[src/rtl/lpr_pkg.sv]
// ---------------------------------------------------------------------------
// lpr_pkg
// Shared widths, beat types and cell link types for the LRU page replacement
// block.
// ---------------------------------------------------------------------------
package lpr_pkg;

	localparam int PAGE_W  = 8;
	localparam int CFG_W   = 5;
	localparam int FAULT_W = 16;

	localparam logic [CFG_W-1:0] FRAME_COUNT_RESET = CFG_W'(4);

	typedef logic [PAGE_W-1:0]  page_t;
	typedef logic [CFG_W-1:0]   frame_count_t;
	typedef logic [FAULT_W-1:0] fault_t;

	typedef struct packed {
		page_t page_number;
		logic  last_reference;
	} lpr_in_beat_t;

	typedef struct packed {
		logic   hit;
		logic   evicted_valid;
		page_t  evicted_page;
		fault_t fault_total;
		logic   final_res;
	} lpr_out_beat_t;

	// control broadcast to every cell
	typedef struct packed {
		logic  en;
		page_t page;
		logic  hit;
		logic  full;
	} lpr_ctl_t;

	// data handed from one cell to the next one down the stack
	typedef struct packed {
		page_t page;
		logic  valid;
		logic  found;
	} lpr_link_t;

	// per-cell status toward the top level
	typedef struct packed {
		logic  hit;
		page_t evict_page;
	} lpr_stat_t;

endpackage

[src/rtl/lpr_if.sv]
// ---------------------------------------------------------------------------
// lpr_if
// Valid/ready channels of the LRU page replacement block: reference input,
// result output and frame count configuration.
// ---------------------------------------------------------------------------
interface lpr_in_if import lpr_pkg::*; ();
	logic         valid;
	logic         ready;
	lpr_in_beat_t data;

	modport source (output valid, output data, input ready);
	modport sink   (input valid, input data, output ready);
endinterface

interface lpr_out_if import lpr_pkg::*; ();
	logic          valid;
	logic          ready;
	lpr_out_beat_t data;

	modport source (output valid, output data, input ready);
	modport sink   (input valid, input data, output ready);
endinterface

interface lpr_cfg_if import lpr_pkg::*; ();
	logic         valid;
	logic         ready;
	frame_count_t data;

	modport source (output valid, output data, input ready);
	modport sink   (input valid, input data, output ready);
endinterface

[src/rtl/lru_page_replacement.sv]
// ---------------------------------------------------------------------------
// lru_page_replacement
// LRU page replacement over a row of frame cells kept in recency order.
// ---------------------------------------------------------------------------
// Each req beat is one page reference and yields one rsp beat in the next
// cycle. All frame cells compare the page in parallel and the stack shifts
// in the same cycle, so a new reference is taken every cycle; the single
// output register holds one result, and a stalled rsp holds off req until
// that result is taken. frame_count (1..FRAMES, 0 reads as 1, larger values
// as FRAMES) must be written on cfg only while no reference is in flight;
// the block does not enforce it. Fault total counts since reset, saturates.
module lru_page_replacement import lpr_pkg::*; #(
	parameter int FRAMES = 16
) (
	input  logic       clk,
	input  logic       arst_n,
	lpr_in_if.sink     req,
	lpr_out_if.source  rsp,
	lpr_cfg_if.sink    cfg
);

	localparam int IW = (FRAMES > 1) ? $clog2(FRAMES) : 1;
	localparam int NW = ((IW > CFG_W) ? IW : CFG_W) + 1;

	frame_count_t  frame_count_q;
	fault_t        fault_q;
	lpr_out_beat_t out_q;
	logic          out_valid_q;

	lpr_ctl_t      ctl;
	lpr_link_t     link [FRAMES+1];
	lpr_stat_t     stat [FRAMES];
	logic [FRAMES-1:0] valid_vec;
	logic [FRAMES-1:0] hit_vec;
	page_t         evict_page;
	logic [NW-1:0] fc_ext;
	logic [NW-1:0] n_m1;
	logic          accept;
	fault_t        fault_next;

	assign cfg.ready = 1'b1;
	assign req.ready = !out_valid_q || rsp.ready;
	assign accept    = req.valid && req.ready;

	always_ff @(posedge clk or negedge arst_n) begin
		if (!arst_n) begin
			frame_count_q <= FRAME_COUNT_RESET;
		end else if (cfg.valid) begin
			frame_count_q <= cfg.data;
		end
	end

	// deepest frame index in use
	assign fc_ext = NW'(frame_count_q);
	always_comb begin
		if (fc_ext == '0) begin
			n_m1 = '0;
		end else if (fc_ext > NW'(FRAMES)) begin
			n_m1 = NW'(FRAMES - 1);
		end else begin
			n_m1 = fc_ext - NW'(1);
		end
	end

	assign link[0].page  = req.data.page_number;
	assign link[0].valid = 1'b1;
	assign link[0].found = 1'b0;

	genvar g;
	generate
		for (g = 0; g < FRAMES; g++) begin : g_cell
			logic nxt_valid;
			if (g == FRAMES - 1) begin : g_tail
				assign nxt_valid = 1'b0;
			end else begin : g_mid
				assign nxt_valid = link[g+2].valid;
			end
			lpr_cell u_cell (
				.clk        (clk),
				.arst_n     (arst_n),
				.ctl        (ctl),
				.up         (link[g]),
				.down_valid (nxt_valid),
				.down       (link[g+1]),
				.stat       (stat[g])
			);
			assign valid_vec[g] = link[g+1].valid;
			assign hit_vec[g]   = stat[g].hit;
		end
	endgenerate

	always_comb begin
		evict_page = '0;
		for (int i = 0; i < FRAMES; i++) begin
			evict_page = evict_page | stat[i].evict_page;
		end
	end

	assign ctl.en   = accept;
	assign ctl.page = req.data.page_number;
	assign ctl.hit  = |hit_vec;
	assign ctl.full = valid_vec[n_m1[IW-1:0]];

	always_comb begin
		fault_next = fault_q;
		if (!ctl.hit && (fault_q != '1)) begin
			fault_next = fault_q + FAULT_W'(1);
		end
	end

	always_ff @(posedge clk or negedge arst_n) begin
		if (!arst_n) begin
			fault_q     <= '0;
			out_valid_q <= 1'b0;
		end else begin
			if (accept) begin
				fault_q     <= fault_next;
				out_valid_q <= 1'b1;
			end else if (rsp.ready) begin
				out_valid_q <= 1'b0;
			end
		end
	end

	always_ff @(posedge clk) begin
		if (accept) begin
			out_q.hit           <= ctl.hit;
			out_q.evicted_valid <= !ctl.hit && ctl.full;
			out_q.evicted_page  <= (!ctl.hit && ctl.full) ? evict_page : '0;
			out_q.fault_total   <= fault_next;
			out_q.final_res     <= req.data.last_reference;
		end
	end

	assign rsp.valid = out_valid_q;
	assign rsp.data  = out_q;

endmodule

[src/rtl/lpr_cell.sv]
// ---------------------------------------------------------------------------
// lpr_cell
// One entry of the recency stack: holds a page and its valid bit, compares
// against the referenced page and takes its upper neighbor's entry on a push.
// ---------------------------------------------------------------------------
module lpr_cell import lpr_pkg::*; (
	input  logic      clk,
	input  logic      arst_n,
	input  lpr_ctl_t  ctl,
	input  lpr_link_t up,
	input  logic      down_valid,
	output lpr_link_t down,
	output lpr_stat_t stat
);

	page_t page_q;
	logic  valid_q;
	logic  match;
	logic  shift;

	assign match = valid_q && (page_q == ctl.page);

	// hit: shift down to the hit entry; miss full: overwrite deepest valid;
	// miss with room: push into the first free entry
	always_comb begin
		if (ctl.hit) begin
			shift = !up.found;
		end else if (ctl.full) begin
			shift = valid_q;
		end else begin
			shift = up.valid;
		end
	end

	always_ff @(posedge clk or negedge arst_n) begin
		if (!arst_n) begin
			valid_q <= 1'b0;
		end else if (ctl.en && shift) begin
			valid_q <= up.valid;
		end
	end

	always_ff @(posedge clk) begin
		if (ctl.en && shift) begin
			page_q <= up.page;
		end
	end

	assign down.page       = page_q;
	assign down.valid      = valid_q;
	assign down.found      = up.found | match;
	assign stat.hit        = match;
	assign stat.evict_page = (valid_q && !down_valid) ? page_q : '0;

endmodule
[src/flat_wrapper.sv]
// flat-port wrapper written by rule: the top's interface ports become plain ports
module lru_page_replacement_flat import lpr_pkg::*;
#(
	parameter int FRAMES = 16
)
  (clk, arst_n, req_valid, req_data, req_ready, rsp_valid, rsp_data, rsp_ready, cfg_valid, cfg_data, cfg_ready);
  lpr_in_if req_i ();
  lpr_out_if rsp_i ();
  lpr_cfg_if cfg_i ();
  input  logic clk;
  input  logic arst_n;
  input wire logic [$bits(req_i.valid)-1:0] req_valid;
  input wire logic [$bits(req_i.data)-1:0] req_data;
  output wire logic [$bits(req_i.ready)-1:0] req_ready;
  output wire logic [$bits(rsp_i.valid)-1:0] rsp_valid;
  output wire logic [$bits(rsp_i.data)-1:0] rsp_data;
  input wire logic [$bits(rsp_i.ready)-1:0] rsp_ready;
  input wire logic [$bits(cfg_i.valid)-1:0] cfg_valid;
  input wire logic [$bits(cfg_i.data)-1:0] cfg_data;
  output wire logic [$bits(cfg_i.ready)-1:0] cfg_ready;
  assign req_i.valid = req_valid;
  assign req_i.data = req_data;
  assign req_ready = req_i.ready;
  assign rsp_valid = rsp_i.valid;
  assign rsp_data = rsp_i.data;
  assign rsp_i.ready = rsp_ready;
  assign cfg_i.valid = cfg_valid;
  assign cfg_i.data = cfg_data;
  assign cfg_ready = cfg_i.ready;
  lru_page_replacement #(.FRAMES(FRAMES)) u_core (.clk(clk), .arst_n(arst_n), .req(req_i), .rsp(rsp_i), .cfg(cfg_i));
endmodule
[config.mk]
export PLATFORM = sky130hd
export DESIGN_NAME = lru_page_replacement_flat
export DESIGN_NICKNAME = d
export VERILOG_FILES = /design/src/rtl/lpr_pkg.sv /design/src/rtl/lpr_if.sv /design/src/rtl/lru_page_replacement.sv /design/src/rtl/lpr_cell.sv /design/src/flat_wrapper.sv
export SDC_FILE = /design/constraint.sdc
export NUM_CORES = 1
export LEC_CHECK = 0
export BUFFER_PORTS_ARGS = -buffer_cell sky130_fd_sc_hd__buf_4
export CAP_MARGIN = 10
export CORE_MARGIN = 3
export CORE_UTILIZATION = 55
export CTS_CLUSTER_SIZE = 8
export DETAILED_ROUTE_END_ITERATION = 8
export PLACE_DENSITY = 0.83
export SYNTH_ARGS = -nofsm -noshare
export SYNTH_HDL_FRONTEND = slang
export SYNTH_SLANG_ARGS = --single-unit
[constraint.sdc]
create_clock -name clk -period 3.6 [get_ports clk]
set_input_delay 1.08 -clock clk [delete_from_list [all_inputs] [get_ports clk]]
set_output_delay 1.08 -clock clk [all_outputs]
set_load 0.02 [all_outputs]
**Yosys cells after proc, flatten, opt, wreduce, memory -nomap -nowiden**

Cells that the tools add are included.

- Bitwise operators: 29
- Equal/unequal tests: 17
- Order comparisons: 2
- Reductions and logical operators: 86
- $add $sub $neg: 2
- Muxes and demuxes: 55

Operators by type and width:

| kind | count |
|---|---|
| equality test 8 bit | 16 |
| 2-to-1 mux 8 bit | 16 |
| bitwise OR 8 bit | 15 |
| logical AND 1 bit | 50 |
| 2-to-1 mux 1 bit | 35 |
| logical NOT 1 bit | 32 |
| adder 16 x 1 -> 16 bit, second input constant | 1 |
| 2-to-1 mux 16 bit | 1 |
| inequality test 16 bit, second input constant | 1 |
| OR reduction 16 bit | 1 |
| bitwise OR 1 bit | 14 |
| 2-to-1 mux 4 bit | 2 |
| logical NOT 6 bit | 1 |
| greater-than comparator 5 bit, second input constant | 1 |
| less-than comparator 4 x 5 -> 1 bit, second input constant | 1 |
| binary-select mux 1 bit (select 4 bit) | 1 |
| subtractor 4 x 1 -> 4 bit, second input constant | 1 |
| nonzero test 2 bit | 1 |
| logical OR 1 bit | 1 |

- Register bits after elaboration: 193
- Bits of input ports: 19
- Word-level logic and storage cells: 231

**Longest topological paths before layout**

- Depth in word-level cells: 19
- Mapped depth: 14
- Depth with buffers taken out: 11

**Cells and area by module**

Synthesis repeated with hierarchy kept, for this count alone.

- Cells, all modules: 878
- Area, all modules: 10706.5 sq um

By module, submodules not included:

| module | cells an instance | area each (sq um) | seq. area each (sq um) | times used |
|---|---|---|---|---|
| lpr_cell | 38 | 489.2 | 265.3 | 16 |
| lru_page_replacement | 270 | 2879.0 | 1362.6 | 1 |

**Worst setup path after synthesis**

No wires, ideal clock.

- Kind: input -> register
- From: in rsp_ready
- To: reg u_core.g_cell[15].u_cell.page_q[0], enable pin
- Path slack: -0.482 ns
- Cell stages on the path: 8
- Library setup time: 0.386 ns
- Buffers on the path: 1
- Arrival: 3.696 ns
- Path through: nand2b_1 > nand2_1 > clkinv_1 > o31ai_1 > nand3b_1 > or3_1 > clkbuf_1 > a211oi_1

- Cells in the longest elaborated chain, start to end: 3

RTL lines:

| item | line | source |
|---|---|---|
| start: declaration | flat_wrapper.sv:17 | `input wire logic [$bits(rsp_i.ready)-1:0] rsp_ready;` |
| logical OR 1 bit | lru_page_replacement.sv:42 | `assign req.ready = !out_valid_q \|\| rsp.ready;` |
| logical AND 1 bit | lru_page_replacement.sv:43 | `assign accept = req.valid && req.ready;` |
| via u_core.accept | lru_page_replacement.sv:38 | `logic accept;` |
| logical AND 1 bit | lpr_cell.sv:44 | `if (ctl.en && shift) begin` |
| end signal: assignment | lpr_cell.sv:45 | `page_q <= up.page;` |
| end: declaration | lpr_cell.sv:16 | `page_t page_q;` |

The timed path passes the listed nets, and every way through them passes these cells.
A chain may end at the register's enable or synchronous reset.

**Worst setup path in the final report**

- From: in req_data[5]
- To: reg u_core.out_q, in the netlist u_core.rsp.data[2], data pin

- Cells in the longest elaborated chain, start to end: 6

RTL lines:

| item | line | source |
|---|---|---|
| start: declaration | flat_wrapper.sv:13 | `input wire logic [$bits(req_i.data)-1:0] req_data;` |
| equality test 8 bit | lpr_cell.sv:21 | `assign match = valid_q && (page_q == ctl.page);` |
| logical AND 1 bit | lpr_cell.sv:21 |  |
| OR reduction 16 bit * | lru_page_replacement.sv:101 | `assign ctl.hit = \|hit_vec;` |
| logical NOT 1 bit * | lru_page_replacement.sv:106 | `if (!ctl.hit && (fault_q != '1)) begin` |
| logical AND 1 bit * | lru_page_replacement.sv:106 |  |
| 2-to-1 mux 16 bit * | lru_page_replacement.sv:106 |  |
| via u_core.fault_next[1] | lru_page_replacement.sv:39 | `fault_t fault_next;` |
| end: declaration | lru_page_replacement.sv:27 | `lpr_out_beat_t out_q;` |

Mark *: on every way through the listed nets, which the timed path passes. The rest lies on a longest branch.

==> load_flow_metrics.sql <==
INSERT INTO impl_metrics (metric_group, metric, value, unit) VALUES
('grt', 'track_usage', '27.68', '%'),
('sta', 'tightest_slew', '0.9971', 'ns'),
('place', 'dp_worst_setup_slack', '-0.09613', 'ns'),
('sta', 'layout_min_cycle_time', '3.307', 'ns'),
('setup_path', 'worst_path_largest_cell_delay', '0.87', 'ns'),
('cells_and_area', 'layout-area-overhead-vs-synth', '13.54', '%'),
('die', 'initial_core_util', '57.05', '%'),
('setup_path', 'path_cells', 'buf_4 -> buf_4 -> xor2_1 -> nor4_1 -> nand4_1 -> nand4_2 -> nor3_2 -> mux2_2', ''),
('die', 'floorplan.die_area', '19910', 'sq um'),
('die', 'core_region_area', '17600', 'sq um'),
('clock_network', 'clk-insertion-delay-late', '0.43', 'ns'),
('sta', 'maxSlewViolCount', '0', ''),
('clock_network', 'tritoncts', 'yes', ''),
('grt', 'grt_antenna_before_repair', '0', ''),
('pwr', 'irDropWorstVdd', '393.4', 'uV'),
('place', 'finalWeightedCongestion', '1.053', ''),
('synth', 'synth_top_area_share', '46.37', '%'),
('setup_path', 'timing.critical_path.slowest_stage_cell', 'sky130_fd_sc_hd__nor3_2', ''),
('clock_network', 'cts_hold_buffers', '0', ''),
('place', 'numPortBuffers', '47', ''),
('sta', 'hold-worst-slack', '0.4990', 'ns'),
('synth', 'avgSynthCellArea', '12.07', 'sq um'),
('detailed_routing', 'post_route_wl', '26880', 'um'),
('clock_network', 'root_buffer', 'sky130_fd_sc_hd__clkbuf_16', ''),
('pwr', 'power.density', '672.8', 'nW/um^2'),
('detailed_routing', 'drtAntennaViolNets', '0', ''),
('detailed_routing', 'first_pass_iters', '6', ''),
('grt', 'grt_most_used_layer', 'met2', ''),
('setup_path', 'setup.worst_path.start_class', 'input pin', ''),
('cells_and_area', 'fillCellCount', '1292', ''),
('detailed_routing', 'drc', '0', ''),
('synth', 'synthesis.instances', '832', ''),
('clock_network', 'cts.htree.levels', '4', ''),
('setup_path', 'worst-path-max-fanout', '14', ''),
('setup_path', 'worst-endpoint-required', '3.79', 'ns'),
('grt', 'grt_pass1_wl', '41560', 'um'),
('die', 'number_of_core_rows', '48', ''),
('synth', 'most_common_cell_in_the_synthesized_netlist', 'sky130_fd_sc_hd__edfxtp_1', ''),
('sta', 'setup_violations', '0', ''),
('synth', 'yosys_register_bits', '193', ''),
('clock_network', 'tritoncts.num_buffers', '17', ''),
('setup_path', 'critical-path-top-cell-by-count', 'sky130_fd_sc_hd__buf_4', ''),
('job', 'timing.max_cap.violations', '0', ''),
('setup_path', 'critical_setup_path_class', 'input pin to register', ''),
('die', 'die_h', '141.1', 'um'),
('grt', 'grt_use_met3', '6.411', '%'),
('sta', 'hold_viol', '0', ''),
('grt', 'grt.overflow.total', '0', ''),
('clock_network', 'clock_sink_count', '193', ''),
('grt', 'largest_net_degree_at_the_start_of_global_routing', '39', ''),
('synth', 'postSynthNetCount', '853', ''),
('clock_network', 'maximum_buffer_depth_of_the_clock_tree', '2', ''),
('clock_network', 'cts_setup_buffers', '0', ''),
('sta', 'rsz0062_at_grt', 'false', ''),
('clock_network', 'ctsResizeCount', '0', ''),
('synth', 'yosysSeqAreaShare', '55.85', '%'),
('grt', 'grt_pass1_vias', '7183', ''),
('synth', 'most_instantiated_flip_flop_cell_in_the_synthesis_netlist', 'sky130_fd_sc_hd__edfxtp_1', ''),
('pwr', 'design_power_total', '0.007669', 'W'),
('sta', 'max_freq', '302.4', 'MHz'),
('status', 'run_status', 'complete, no violations', ''),
('place', 'hpwlAfterDp', '19750', 'um'),
('die', 'floorplan.die.width', '141.1', 'um'),
('detailed_routing', 'detailedRoute.firstIterationViolations', '965', ''),
('setup_path', 'critical_path_arrival', '3.49', 'ns'),
('sta', 'post-route-period-util', '91.85', '%'),
('synth', 'post_synth_most_frequent_cells', '155 x sky130_fd_sc_hd__edfxtp_1, 130 x sky130_fd_sc_hd__xnor2_1, 63 x sky130_fd_sc_hd__nand2_1', ''),
('cells_and_area', 'antenna_diode_instance_count', '0', ''),
('synth', 'synth-warning-count', '0', ''),
('clock_network', 'path_clk_slew', '0.07', 'ns'),
('hold_path', 'hold_path_class', 'register to register', '');
[kinds of logic (layout without fill, tap and decap cells)]
group | after synthesis | after routing | share of synthesized area (%)
simple gates | 220 | 220 | 12.21
flops | 193 | 193 | 55.85
compound gates | 175 | 175 | 12.36
xor+xnor | 157 | 157 | 13.70
buf+inv | 71 | 152 | 4.088
mux | 13 | 13 | 1.496
fa+ha+maj | 2 | 2 | 0.2492
other cells | 1 | 1 | 0.03736
[sequential cells by signal (all words and copies together), names as in the netlist]
register                      flops
u_core.frame_count_q              5
u_core.g_cell.u_cell.valid_q     16
u_core.rsp.valid                  1
u_core.g_cell.u_cell.page_q     128
u_core.fault_q                   16
u_core.rsp.data                  27
[final cells by class]
| class | count | area [sq um] | area share, % |
|---|---|---|---|
| multi-input cells | 568 | 4041 | 35.46 |
| inverters | 16 | 63.81 | 0.5599 |
| clock inverters | 13 | 105.1 | 0.9222 |
| clock buffers | 19 | 442.9 | 3.886 |
| well taps | 225 | 281.5 | 2.470 |
| repair buffers | 104 | 855.8 | 7.509 |
| flip-flops and latches | 193 | 5607 | 49.19 |
[report_power, final]
| group | internal [W] | switching [W] |
|---|---|---|
| clock network | 0.000916 | 0.000859 |
| registers | 0.00298 | 0.000565 |
| logic | 0.000999 | 0.00135 |
| total | 0.00490 | 0.00277 |
[worst max-delay path: cells and delay by family]
family,cells,cell delay [ns]
AND/OR/NAND/NOR,4,1.37
multiplexers,1,0.43
XOR/XNOR,1,0.17
buffers and inverters,2,0.42
[final timing paths]
path / to / slack, ns / from / cells after the start
worst max register to register: u_core.g_cell[11].u_cell.page_q[1] / 0.33 / u_core.frame_count_q[0] / 12
worst max-delay path: u_core.rsp.data[2] / 0.29 / req_data[5] / 8
max in group asynchronous: u_core.frame_count_q[2] / 2.61 / arst_n / 1
worst min register to register: u_core.g_cell[2].u_cell.page_q[7] / 0.50 / u_core.g_cell[1].u_cell.page_q[7] / 0
min in group asynchronous: u_core.fault_q[10] / 0.61 / arst_n / 1
worst min-delay path: u_core.g_cell[2].u_cell.page_q[7] / 0.50 / u_core.g_cell[1].u_cell.page_q[7] / 0
[metal layers]
layer	part of all wire (%)	routed length, um
met5	0	0
met1	40	10820
met4	3.8	1028
met3	9.1	2458
met2	47	12580
[layout by cell type, fill, tap and decap left out, types with 6 or more instances in the layout]
| cell type | synthesis | final |
|---|---|---|
| sky130_fd_sc_hd__a21o_1 | 6 | 6 |
| sky130_fd_sc_hd__a21oi_1 | 19 | 19 |
| sky130_fd_sc_hd__a221oi_1 | 21 | 21 |
| sky130_fd_sc_hd__a22o_1 | 8 | 8 |
| sky130_fd_sc_hd__a22oi_1 | 27 | 27 |
| sky130_fd_sc_hd__a31oi_1 | 12 | 12 |
| sky130_fd_sc_hd__and3_1 | 10 | 10 |
| sky130_fd_sc_hd__buf_12 | 0 | 6 |
| sky130_fd_sc_hd__buf_4 | 11 | 98 |
| sky130_fd_sc_hd__clkbuf_16 | 0 | 17 |
| sky130_fd_sc_hd__dfrtp_1 | 37 | 37 |
| sky130_fd_sc_hd__edfxtp_1 | 155 | 155 |
| sky130_fd_sc_hd__inv_1 | 13 | 13 |
| sky130_fd_sc_hd__mux2i_1 | 6 | 6 |
| sky130_fd_sc_hd__nand2_1 | 63 | 63 |
| sky130_fd_sc_hd__nand3_1 | 28 | 28 |
| sky130_fd_sc_hd__nand4_1 | 26 | 26 |
| sky130_fd_sc_hd__nor2_1 | 21 | 21 |
| sky130_fd_sc_hd__nor2b_1 | 9 | 9 |
| sky130_fd_sc_hd__nor3_1 | 10 | 10 |
| sky130_fd_sc_hd__nor4_1 | 9 | 9 |
| sky130_fd_sc_hd__o21ai_0 | 39 | 39 |
| sky130_fd_sc_hd__o22ai_1 | 7 | 7 |
| sky130_fd_sc_hd__or2_2 | 7 | 7 |
| sky130_fd_sc_hd__or3_1 | 7 | 7 |
| sky130_fd_sc_hd__xnor2_1 | 130 | 130 |
| sky130_fd_sc_hd__xor2_1 | 27 | 27 |
[metrics by stage]
| step | instance area [sq um] | util, % | cells | setup TNS, ns |
|---|---|---|---|---|
| finish | 11400 | 64.77 | 1138 | 0 |
| global route | 11400 | 64.77 | 1138 | 0 |
| CTS | 11400 | 64.77 | 1138 | 0 |
| detailed placement | 10850 | 61.65 | 1106 | -0.3449 |
| global placement | 10850 | 61.65 | 1106 | -0.01218 |
| floorplan | 10060 | - | 832 | -0.2667 |
No activity file was read; power rests on OpenSTA's default activity.
